--- config.mk ---
export PLATFORM = sky130hd
export DESIGN_NAME = keyed_circular_fifo_flat
export DESIGN_NICKNAME = d
export VERILOG_FILES = /design/src/rtl/kcf_pkg.sv /design/src/rtl/kcf_if.sv /design/src/rtl/kcf_cell.sv /design/src/rtl/keyed_circular_fifo.sv /design/src/flat_wrapper.sv
export SDC_FILE = /design/constraint.sdc
export NUM_CORES = 1
export LEC_CHECK = 0
export BUFFER_PORTS_ARGS = -buffer_cell sky130_fd_sc_hd__buf_2
export CORE_UTILIZATION = 60
export DETAILED_ROUTE_END_ITERATION = 8
export PLACE_DENSITY = 0.84
export SKIP_CTS_REPAIR_TIMING = 1
export SYNTH_ARGS = -nofsm -noshare
export SYNTH_HDL_FRONTEND = slang
export SYNTH_SLANG_ARGS = --single-unit
--- constraint.sdc ---
create_clock -name clk -period 17 [get_ports clk]
set_input_delay 1.7 -clock clk [delete_from_list [all_inputs] [get_ports clk]]
set_output_delay 1.7 -clock clk [all_outputs]
set_load 0.1 [all_outputs]
--- src/rtl/kcf_pkg.sv ---
// Package for the keyed circular FIFO.
// Holds default sizes, command and status codes, and the cell control type.
// No dependencies.
`timescale 1ns / 1ps
`default_nettype none

package kcf_pkg;

  // Default sizes, handed to the top-level parameters.
  localparam int DEPTH_DEF     = 16;
  localparam int KEY_BITS_DEF  = 16;
  localparam int DATA_BITS_DEF = 32;

  localparam int MODE_BITS   = 3;
  localparam int STATUS_BITS = 3;

  // Command codes carried in the mode field.
  localparam logic [MODE_BITS-1:0] MODE_ENQ    = 3'd0;
  localparam logic [MODE_BITS-1:0] MODE_DEQ    = 3'd1;
  localparam logic [MODE_BITS-1:0] MODE_PEEK   = 3'd2;
  localparam logic [MODE_BITS-1:0] MODE_CHANGE = 3'd3;
  localparam logic [MODE_BITS-1:0] MODE_CLEAR  = 3'd4;

  // Result status codes.
  localparam logic [STATUS_BITS-1:0] ST_OK      = 3'd0;
  localparam logic [STATUS_BITS-1:0] ST_DUP     = 3'd1;
  localparam logic [STATUS_BITS-1:0] ST_FULL    = 3'd2;
  localparam logic [STATUS_BITS-1:0] ST_EMPTY   = 3'd3;
  localparam logic [STATUS_BITS-1:0] ST_MISSING = 3'd4;

  // Control for one storage cell of the ring.
  typedef struct packed {
    logic rotate;  // take key and data from the next cell
    logic load;    // take the new entry from the request
  } cell_ctrl_t;

endpackage

`default_nettype wire

--- src/rtl/kcf_if.sv ---
// Request and result channel interfaces for the keyed circular FIFO.
// Depends on kcf_pkg for the default sizes and the mode and status widths.
`timescale 1ns / 1ps
`default_nettype none

interface kcf_cmd_if #(
  parameter int KEY_BITS  = kcf_pkg::KEY_BITS_DEF,
  parameter int DATA_BITS = kcf_pkg::DATA_BITS_DEF
);
  logic                                 valid;
  logic                                 ready;
  logic        [kcf_pkg::MODE_BITS-1:0] mode;
  logic        [KEY_BITS-1:0]           key;
  logic signed [DATA_BITS-1:0]          data;

  modport source (output valid, mode, key, data, input ready);
  modport sink   (input valid, mode, key, data, output ready);
endinterface

interface kcf_rsp_if #(
  parameter int KEY_BITS  = kcf_pkg::KEY_BITS_DEF,
  parameter int DATA_BITS = kcf_pkg::DATA_BITS_DEF,
  parameter int CNT_BITS  = $clog2(kcf_pkg::DEPTH_DEF + 1)
);
  logic                                   valid;
  logic                                   ready;
  logic        [kcf_pkg::STATUS_BITS-1:0] status;
  logic        [KEY_BITS-1:0]             out_key;
  logic signed [DATA_BITS-1:0]            out_data;
  logic        [CNT_BITS-1:0]             occupancy;
  logic                                   queue_empty;
  logic        [KEY_BITS-1:0]             front_key;
  logic        [KEY_BITS-1:0]             rear_key;

  modport source (output valid, status, out_key, out_data, occupancy, queue_empty,
                  front_key, rear_key, input ready);
  modport sink   (input valid, status, out_key, out_data, occupancy, queue_empty,
                  front_key, rear_key, output ready);
endinterface

`default_nettype wire

--- src/rtl/kcf_cell.sv ---
// One storage cell of the entry ring: a key and its data.
// Depends on kcf_pkg for the default sizes and the cell control type.
`timescale 1ns / 1ps
`default_nettype none

module kcf_cell #(
  parameter int KEY_BITS  = kcf_pkg::KEY_BITS_DEF,
  parameter int DATA_BITS = kcf_pkg::DATA_BITS_DEF
) (
  input  wire                          clk,
  input  kcf_pkg::cell_ctrl_t          ctrl,
  input  wire [KEY_BITS-1:0]           nbr_key,
  input  wire signed [DATA_BITS-1:0]   nbr_data,
  input  wire [KEY_BITS-1:0]           new_key,
  input  wire signed [DATA_BITS-1:0]   new_data,
  output logic [KEY_BITS-1:0]          key,
  output logic signed [DATA_BITS-1:0]  data
);
  import kcf_pkg::*;

  // Rotation wins over loading; the controller never asks for both.
  always_ff @(posedge clk) begin
    if (ctrl.rotate) begin
      key  <= nbr_key;
      data <= nbr_data;
    end else if (ctrl.load) begin
      key  <= new_key;
      data <= new_data;
    end
  end

endmodule

`default_nettype wire

--- src/rtl/keyed_circular_fifo.sv ---
// Top level of the keyed circular FIFO: a ring of entry cells and its controller.
// Depends on kcf_pkg, kcf_if (kcf_cmd_if, kcf_rsp_if) and kcf_cell.
//
//   Port   Direction  Carries
//   cmd    in         mode, key, data per request
//   rsp    out        status, out_key, out_data, occupancy, queue_empty,
//                     front_key, rear_key per request
//
// Enqueue, peek and change search the ring by rotating it once past cell 0,
// then pass through the apply and report states into the output register.
// Dequeue, clear and unused modes skip the scan and go straight to apply.
// One request is in work at a time; the next is accepted once the previous
// result sits in the output register, even while that result is stalled.
// Reset (rst, synchronous) empties the queue; cell contents are not cleared.
`timescale 1ns / 1ps
`default_nettype none

module keyed_circular_fifo #(
  parameter int DEPTH     = kcf_pkg::DEPTH_DEF,
  parameter int KEY_BITS  = kcf_pkg::KEY_BITS_DEF,
  parameter int DATA_BITS = kcf_pkg::DATA_BITS_DEF
) (
  input wire    clk,
  input wire    rst,
  kcf_cmd_if.sink   cmd,
  kcf_rsp_if.source rsp
);
  import kcf_pkg::*;

  localparam int CNT_W  = $clog2(DEPTH + 1);
  localparam int STEP_W = $clog2(DEPTH);
  localparam logic [CNT_W-1:0]  FULL_CNT  = CNT_W'(DEPTH);
  localparam logic [STEP_W-1:0] LAST_STEP = STEP_W'(DEPTH - 1);

  typedef enum logic [1:0] {
    S_IDLE,
    S_SCAN,
    S_APPLY,
    S_REPORT
  } state_t;

  state_t                       state;
  logic [MODE_BITS-1:0]         mode_r;
  logic [KEY_BITS-1:0]          key_r;
  logic signed [DATA_BITS-1:0]  data_r;
  logic [STEP_W-1:0]            step;
  logic [CNT_W-1:0]             count;
  logic [KEY_BITS-1:0]          rear_r;
  logic                         found;
  logic [STATUS_BITS-1:0]       status_r;
  logic [KEY_BITS-1:0]          rkey_r;
  logic signed [DATA_BITS-1:0]  rdata_r;

  logic [KEY_BITS-1:0]          cell_key  [DEPTH];
  logic signed [DATA_BITS-1:0]  cell_data [DEPTH];

  logic                         match_now;
  logic                         rotate;
  logic                         append;
  logic                         edit;
  logic signed [DATA_BITS-1:0]  wrap_data;
  logic                         out_free;

  // Cell 0 holds the oldest entry; during a scan it holds entry number step.
  assign match_now = (state == S_SCAN) && !found &&
                     ({{(CNT_W - STEP_W){1'b0}}, step} < count) &&
                     (cell_key[0] == key_r);

  assign edit   = match_now && (mode_r == MODE_CHANGE);
  assign rotate = (state == S_SCAN) ||
                  ((state == S_APPLY) && (mode_r == MODE_DEQ) && (count != '0));
  assign append = (state == S_APPLY) && (mode_r == MODE_ENQ) && !found &&
                  (count != FULL_CNT);

  // A changed entry picks up its new data as it wraps to the last cell.
  assign wrap_data = edit ? data_r : cell_data[0];

  assign out_free  = !rsp.valid || rsp.ready;
  assign cmd.ready = (state == S_IDLE);

  // Ring of cells, each taking its neighbor's entry on rotation.
  for (genvar i = 0; i < DEPTH; i++) begin : g_cell
    localparam logic [CNT_W-1:0] IDX = CNT_W'(i);
    localparam int NXT = (i + 1) % DEPTH;
    cell_ctrl_t ctrl;

    assign ctrl.rotate = rotate;
    assign ctrl.load   = append && (count == IDX);

    kcf_cell #(
      .KEY_BITS  (KEY_BITS),
      .DATA_BITS (DATA_BITS)
    ) u_cell (
      .clk      (clk),
      .ctrl     (ctrl),
      .nbr_key  (cell_key[NXT]),
      .nbr_data ((i == DEPTH - 1) ? wrap_data : cell_data[NXT]),
      .new_key  (key_r),
      .new_data (data_r),
      .key      (cell_key[i]),
      .data     (cell_data[i])
    );
  end

  // Command sequencer, queue bookkeeping and result register.
  always_ff @(posedge clk) begin
    if (rst) begin
      state     <= S_IDLE;
      count     <= '0;
      rear_r    <= '0;
      found     <= 1'b0;
      step      <= '0;
      rsp.valid <= 1'b0;
    end else begin
      // The result register fills from the report state and empties on handshake.
      if (state == S_REPORT && out_free) begin
        rsp.valid <= 1'b1;
      end else if (rsp.ready) begin
        rsp.valid <= 1'b0;
      end
      case (state)
        S_IDLE: begin
          if (cmd.valid) begin
            mode_r   <= cmd.mode;
            key_r    <= cmd.key;
            data_r   <= cmd.data;
            found    <= 1'b0;
            step     <= '0;
            status_r <= ST_OK;
            rkey_r   <= '0;
            rdata_r  <= '0;
            if (cmd.mode == MODE_ENQ || cmd.mode == MODE_PEEK ||
                cmd.mode == MODE_CHANGE) begin
              state <= S_SCAN;
            end else begin
              state <= S_APPLY;
            end
          end
        end
        S_SCAN: begin
          if (match_now) begin
            found <= 1'b1;
            if (mode_r == MODE_PEEK) begin
              rdata_r <= cell_data[0];
            end
          end
          step <= step + 1'b1;
          if (step == LAST_STEP) begin
            state <= S_APPLY;
          end
        end
        S_APPLY: begin
          case (mode_r)
            MODE_ENQ: begin
              if (found) begin
                status_r <= ST_DUP;
              end else if (count == FULL_CNT) begin
                status_r <= ST_FULL;
              end else begin
                count  <= count + 1'b1;
                rear_r <= key_r;
              end
            end
            MODE_DEQ: begin
              if (count == '0) begin
                status_r <= ST_EMPTY;
              end else begin
                rkey_r  <= cell_key[0];
                rdata_r <= cell_data[0];
                count   <= count - 1'b1;
              end
            end
            MODE_PEEK, MODE_CHANGE: begin
              if (!found) begin
                status_r <= ST_MISSING;
              end
            end
            MODE_CLEAR: begin
              count <= '0;
            end
            default: begin
              status_r <= ST_OK;
            end
          endcase
          state <= S_REPORT;
        end
        S_REPORT: begin
          if (out_free) begin
            rsp.status      <= status_r;
            rsp.out_key     <= rkey_r;
            rsp.out_data    <= rdata_r;
            rsp.occupancy   <= count;
            rsp.queue_empty <= (count == '0);
            rsp.front_key   <= (count == '0) ? '0 : cell_key[0];
            rsp.rear_key    <= (count == '0) ? '0 : rear_r;
            state           <= S_IDLE;
          end
        end
        default: begin
          state <= S_IDLE;
        end
      endcase
    end
  end

  // The queue never holds more than its depth.
  a_count_bound: assert property (@(posedge clk) disable iff (rst)
    count <= FULL_CNT)
    else $error("entry count above depth");

  // A successful dequeue removes exactly one entry.
  a_deq_count: assert property (@(posedge clk) disable iff (rst)
    (state == S_APPLY && mode_r == MODE_DEQ && count != '0)
    |=> count == $past(count) - 1'b1)
    else $error("dequeue did not remove one entry");

  // The empty flag agrees with the reported occupancy.
  a_empty_flag: assert property (@(posedge clk) disable iff (rst)
    rsp.valid |-> (rsp.queue_empty == (rsp.occupancy == '0)))
    else $error("empty flag disagrees with occupancy");

  // An empty queue reports zero front and rear keys.
  a_empty_keys: assert property (@(posedge clk) disable iff (rst)
    (rsp.valid && rsp.queue_empty) |-> (rsp.front_key == '0 && rsp.rear_key == '0))
    else $error("empty queue reports a key");

  // A scan ends after exactly one trip around the ring.
  a_scan_len: assert property (@(posedge clk) disable iff (rst)
    (state == S_SCAN && step == LAST_STEP) |=> state == S_APPLY)
    else $error("scan did not end after one rotation");

endmodule

`default_nettype wire
--- src/flat_wrapper.sv ---
// flat-port wrapper written by rule: the top's interface ports become plain ports
module keyed_circular_fifo_flat import kcf_pkg::*;
#(
  parameter int DEPTH     = kcf_pkg::DEPTH_DEF,
  parameter int KEY_BITS  = kcf_pkg::KEY_BITS_DEF,
  parameter int DATA_BITS = kcf_pkg::DATA_BITS_DEF
)
  (clk, rst, cmd_valid, cmd_mode, cmd_key, cmd_data, cmd_ready, rsp_valid, rsp_status, rsp_out_key, rsp_out_data, rsp_occupancy, rsp_queue_empty, rsp_front_key, rsp_rear_key, rsp_ready);
  kcf_cmd_if #(.KEY_BITS(KEY_BITS), .DATA_BITS(DATA_BITS)) cmd_i ();
  kcf_rsp_if #(.KEY_BITS(KEY_BITS), .DATA_BITS(DATA_BITS)) rsp_i ();
  input wire clk;
  input wire rst;
  input wire logic [$bits(cmd_i.valid)-1:0] cmd_valid;
  input wire logic [$bits(cmd_i.mode)-1:0] cmd_mode;
  input wire logic [$bits(cmd_i.key)-1:0] cmd_key;
  input wire logic [$bits(cmd_i.data)-1:0] cmd_data;
  output wire logic [$bits(cmd_i.ready)-1:0] cmd_ready;
  output wire logic [$bits(rsp_i.valid)-1:0] rsp_valid;
  output wire logic [$bits(rsp_i.status)-1:0] rsp_status;
  output wire logic [$bits(rsp_i.out_key)-1:0] rsp_out_key;
  output wire logic [$bits(rsp_i.out_data)-1:0] rsp_out_data;
  output wire logic [$bits(rsp_i.occupancy)-1:0] rsp_occupancy;
  output wire logic [$bits(rsp_i.queue_empty)-1:0] rsp_queue_empty;
  output wire logic [$bits(rsp_i.front_key)-1:0] rsp_front_key;
  output wire logic [$bits(rsp_i.rear_key)-1:0] rsp_rear_key;
  input wire logic [$bits(rsp_i.ready)-1:0] rsp_ready;
  assign cmd_i.valid = cmd_valid;
  assign cmd_i.mode = cmd_mode;
  assign cmd_i.key = cmd_key;
  assign cmd_i.data = cmd_data;
  assign cmd_ready = cmd_i.ready;
  assign rsp_valid = rsp_i.valid;
  assign rsp_status = rsp_i.status;
  assign rsp_out_key = rsp_i.out_key;
  assign rsp_out_data = rsp_i.out_data;
  assign rsp_occupancy = rsp_i.occupancy;
  assign rsp_queue_empty = rsp_i.queue_empty;
  assign rsp_front_key = rsp_i.front_key;
  assign rsp_rear_key = rsp_i.rear_key;
  assign rsp_i.ready = rsp_ready;
  keyed_circular_fifo #(.DEPTH(DEPTH), .KEY_BITS(KEY_BITS), .DATA_BITS(DATA_BITS)) u_core (.clk(clk), .rst(rst), .cmd(cmd_i), .rsp(rsp_i));
endmodule
==> results.sh <==
export IMPL_slew_viol_final=0
export IMPL_synth_edf_count=959
export IMPL_synth_top_area_share_pct=70.8
export IMPL_synth_cell_types=57
export IMPL_grt_usage_pct=24.5
export IMPL_first_global_vias=21603
export IMPL_cp_max_fo=121
export IMPL_vdd_drop_max_v=0.000111
export IMPL_holdPathStages=0
export IMPL_worst_slew_pin_slew_ns=1.16
export IMPL_netlist_area_um2=40700
export IMPL_finalClockSkew_ns=0.0265
export IMPL_chipWidth_um=262
export IMPL_hold_path_class="reg2reg"
export IMPL_io_buffer_count=145
export IMPL_synth_compound_area_share_pct=15.6
export IMPL_switching_power_mw=1.78
export IMPL_drtIter0Drc=2498
export IMPL_num_vias=21354
export IMPL_tns_ns=0
export IMPL_yosysWarnings=0
export IMPL_critPathKind="reg2reg"
export IMPL_grt_pass1_wl_um=128000
export IMPL_yosys_mux_area_fraction_pct=0.369
export IMPL_grt_max_degree=223
export IMPL_setup_viol=0
export IMPL_cts_tree="yes"
export IMPL_antenna_found_initial=0
export IMPL_wl_met2_um=43400
export IMPL_avgSynthCellArea_um2=16.7
export IMPL_holdWs_ns=0.417
export IMPL_clkLatencyLatePin_ns=0.66
export IMPL_power_density_nw_per_um2=151
export IMPL_leakage_nw=17.9
export IMPL_first_pass_iters=6
export IMPL_wirelength_met1_um=32000
export IMPL_setup_worst_path_start_class="flip-flop"
export IMPL_synth_top_cells_by_count="edfxtp_1 (959), a21o_1 (738), and2_1 (82), buf_6 (71), nand2_1 (70)"
export IMPL_rsz0062_at_grt="false"
export IMPL_yosys_area_share_simple_pct=4.49
export IMPL_clock_path_buffers=3
export IMPL_end_kind="flip-flop"
export IMPL_seqPwrFrac_pct=51.7
export IMPL_yosysMostFrequentCell="edfxtp_1"
export IMPL_yosysTopAreaCell="edfxtp_1"
export IMPL_io_pins=146
export IMPL_switching_share_pct=27.4
export IMPL_r2r_slack_ns=12.04
export IMPL_numCtsBuffers=90
export IMPL_max_cap_viol_count=0
export IMPL_diodes=0
export IMPL_cp_required_ns=17.49
export IMPL_yosysSeqAreaShare_pct=72.2
export IMPL_netlist_instances=2438
export IMPL_ant_nets=0
export IMPL_totalWireLength_um=84700
export IMPL_min_period_over_period_pct=29.2
export IMPL_ys_flop_type="edfxtp_1"
export IMPL_gp_congestion=0.835
export IMPL_nets=2540
export IMPL_route_top_layer_used="met4"
export IMPL_async_flop_share_pct=0
export IMPL_cts_sinks=988
export IMPL_max_clock_freq_ghz=0.202
export IMPL_finish_utilization_pct=64.2
export IMPL_die_area_um2=68900
export IMPL_hold_viol_final=0
export IMPL_clk_pin_slew_ns=0.06
export IMPL_p_int_mw=4.71
export IMPL_core_um2=67200
export IMPL_synthXorXnorAreaFrac_pct=0.301
export IMPL_start_util_pct=60.6
export IMPL_syn_nets=2508
export IMPL_drc=0
export IMPL_ys_seq_elements=988
export IMPL_dpl_hpwl_um=42600
export IMPL_avgRoutedWirePerCell_um=24.8
export IMPL_synth_area_leaders="edfxtp_1 (71%), a21o_1 (14%), buf_12 (2.3%), buf_6 (2.0%), buf_8 (1.5%)"
export IMPL_cp_arrival_ns=5.45
export IMPL_rr_worst_depth=9
export IMPL_synthAdderAreaFrac_pct=0.461
export IMPL_reg2reg_from="u_core.count[0]"
export IMPL_fp_row_count=95
export IMPL_h_tree_depth=3
export IMPL_p_clk_share_pct=31.2
export IMPL_p_comb_share_pct=17.1
export IMPL_met3_length_um=6530
export IMPL_syn_to_final_growth_pct=6.00
export IMPL_routed_via_density=6.25
export IMPL_cp_endpoint="u_core.g_cell[15].u_cell.data[10]"
export IMPL_overflow=0
export IMPL_drive_gt1_share_pct=14.5
export IMPL_worst_r2r_endpoint="u_core.g_cell[15].u_cell.data[10]"
export IMPL_die_y_um=262
export IMPL_status="finished clean"
export IMPL_clock_root_buffer="clkbuf_16"
export IMPL_synth_top_family_by_area="compound AO/OA/AOI/OAI gates"
export IMPL_crit_start="u_core.count[0]"
export IMPL_relSlewSlack_pct=22.5
export IMPL_period_needed_ns=4.96
## registers in the layout, summed over array words and instances (netlist names), 2 cells and up
register and flops:
u_core.g_cell.u_cell.data 512, u_core.g_cell.u_cell.key 256, u_core.data_r 32, u_core.rdata_r 32, u_core.rsp.out_data 32, u_core.key_r 16
u_core.rear_r 16, u_core.rkey_r 16, u_core.rsp.front_key 16, u_core.rsp.out_key 16, u_core.rsp.rear_key 16, u_core.count 5
u_core.rsp.occupancy 5, u_core.step 4, u_core.mode_r 3, u_core.rsp.status 3, u_core.status_r 3, u_core.state 2
## layout by cell type (no fill, tap or decap), drive strengths merged, types with 19 or more instances in the layout
cell	count
o21ai	41
buf	163
a21o	738
and3	33
inv	19
dfxtp	29
edfxtp	959
a41oi	32
nand2	70
and2	126
clkbuf	115
clkinv	41
nor2	43
## worst min path at each step
stage,to,from
5_1_grt,u_core.rsp.out_key[0],u_core.rkey_r[0]
3_3_place_gp,u_core.rsp.out_key[6],u_core.rkey_r[6]
6_report,u_core.rsp.out_key[2],u_core.rkey_r[2]
3_5_place_dp,u_core.rsp.out_key[0],u_core.rkey_r[0]
2_1_floorplan,u_core.rsp.out_data[0],u_core.rdata_r[0]
4_1_cts,u_core.rsp.out_key[0],u_core.rkey_r[0]
## per-layer routing
metal,vias to the layer above,track usage (%)
li1,9271,-
met1,10719,31.6
met2,1151,41.8
met3,213,3.87
met4,0,9.71
met5,-,0
## cell families (layout without fill, tap and decap cells)
| kind of cell | after synthesis | after routing |
|---|---|---|
| flip-flops | 988 | 988 |
| AO/OA/AOI/OAI | 849 | 849 |
| AND/OR/NAND/NOR | 317 | 317 |
| buffers and inverters | 240 | 348 |
| adder cells (fa/ha/maj) | 15 | 15 |
| multiplexers | 15 | 15 |
| XOR/XNOR | 14 | 14 |
## power groups by stage
stage | Sequential (mW) | Combinational [mW] | Clock, mW
floorplan | 3.39 | 0.959 | 0
global placement | 3.38 | 1.04 | 0
global route | 3.38 | 1.20 | 2.13
detailed placement | 3.40 | 1.09 | 0
finish | 3.36 | 1.11 | 2.03
CTS | 3.35 | 1.12 | 2.04
## layout make-up
| type | instances | area, um^2 |
|---|---|---|
| repair buffers | 163 | 873 |
| fillers | 4286 | 24000 |
| well taps | 873 | 1090 |
| flip-flops and latches | 988 | 29400 |
| multi-input cells | 1210 | 8820 |
| clock buffers | 115 | 2430 |
| inverters | 17 | 63.8 |
| clock inverters | 53 | 484 |
## worst max-delay path, stage by stage (launching register included)
cell	delay (ns)
dfxtp_1	0.50
inv_1	0.16
ha_1	0.29
or4b_4	0.44
nand3_2	0.19
nand2b_4	0.84
buf_4	0.88
buf_4	0.98
nand2_1	0.14
o21ai_0	0.21
## through the flow
stage                     total power [mW]  std cells  setup slack [ns]  instance area (um^2)
after global routing                  6.70       3419             11.64                 43100
after floorplan                       4.35       2438              7.91                 40700
after global placement                4.42       3251             12.49                 40200
final                                 6.50       3419             12.04                 43100
after detailed placement              4.49       3251             12.18                 40200
after CTS                             6.51       3419             12.18                 43100
(Power assumes the default switching activity.)
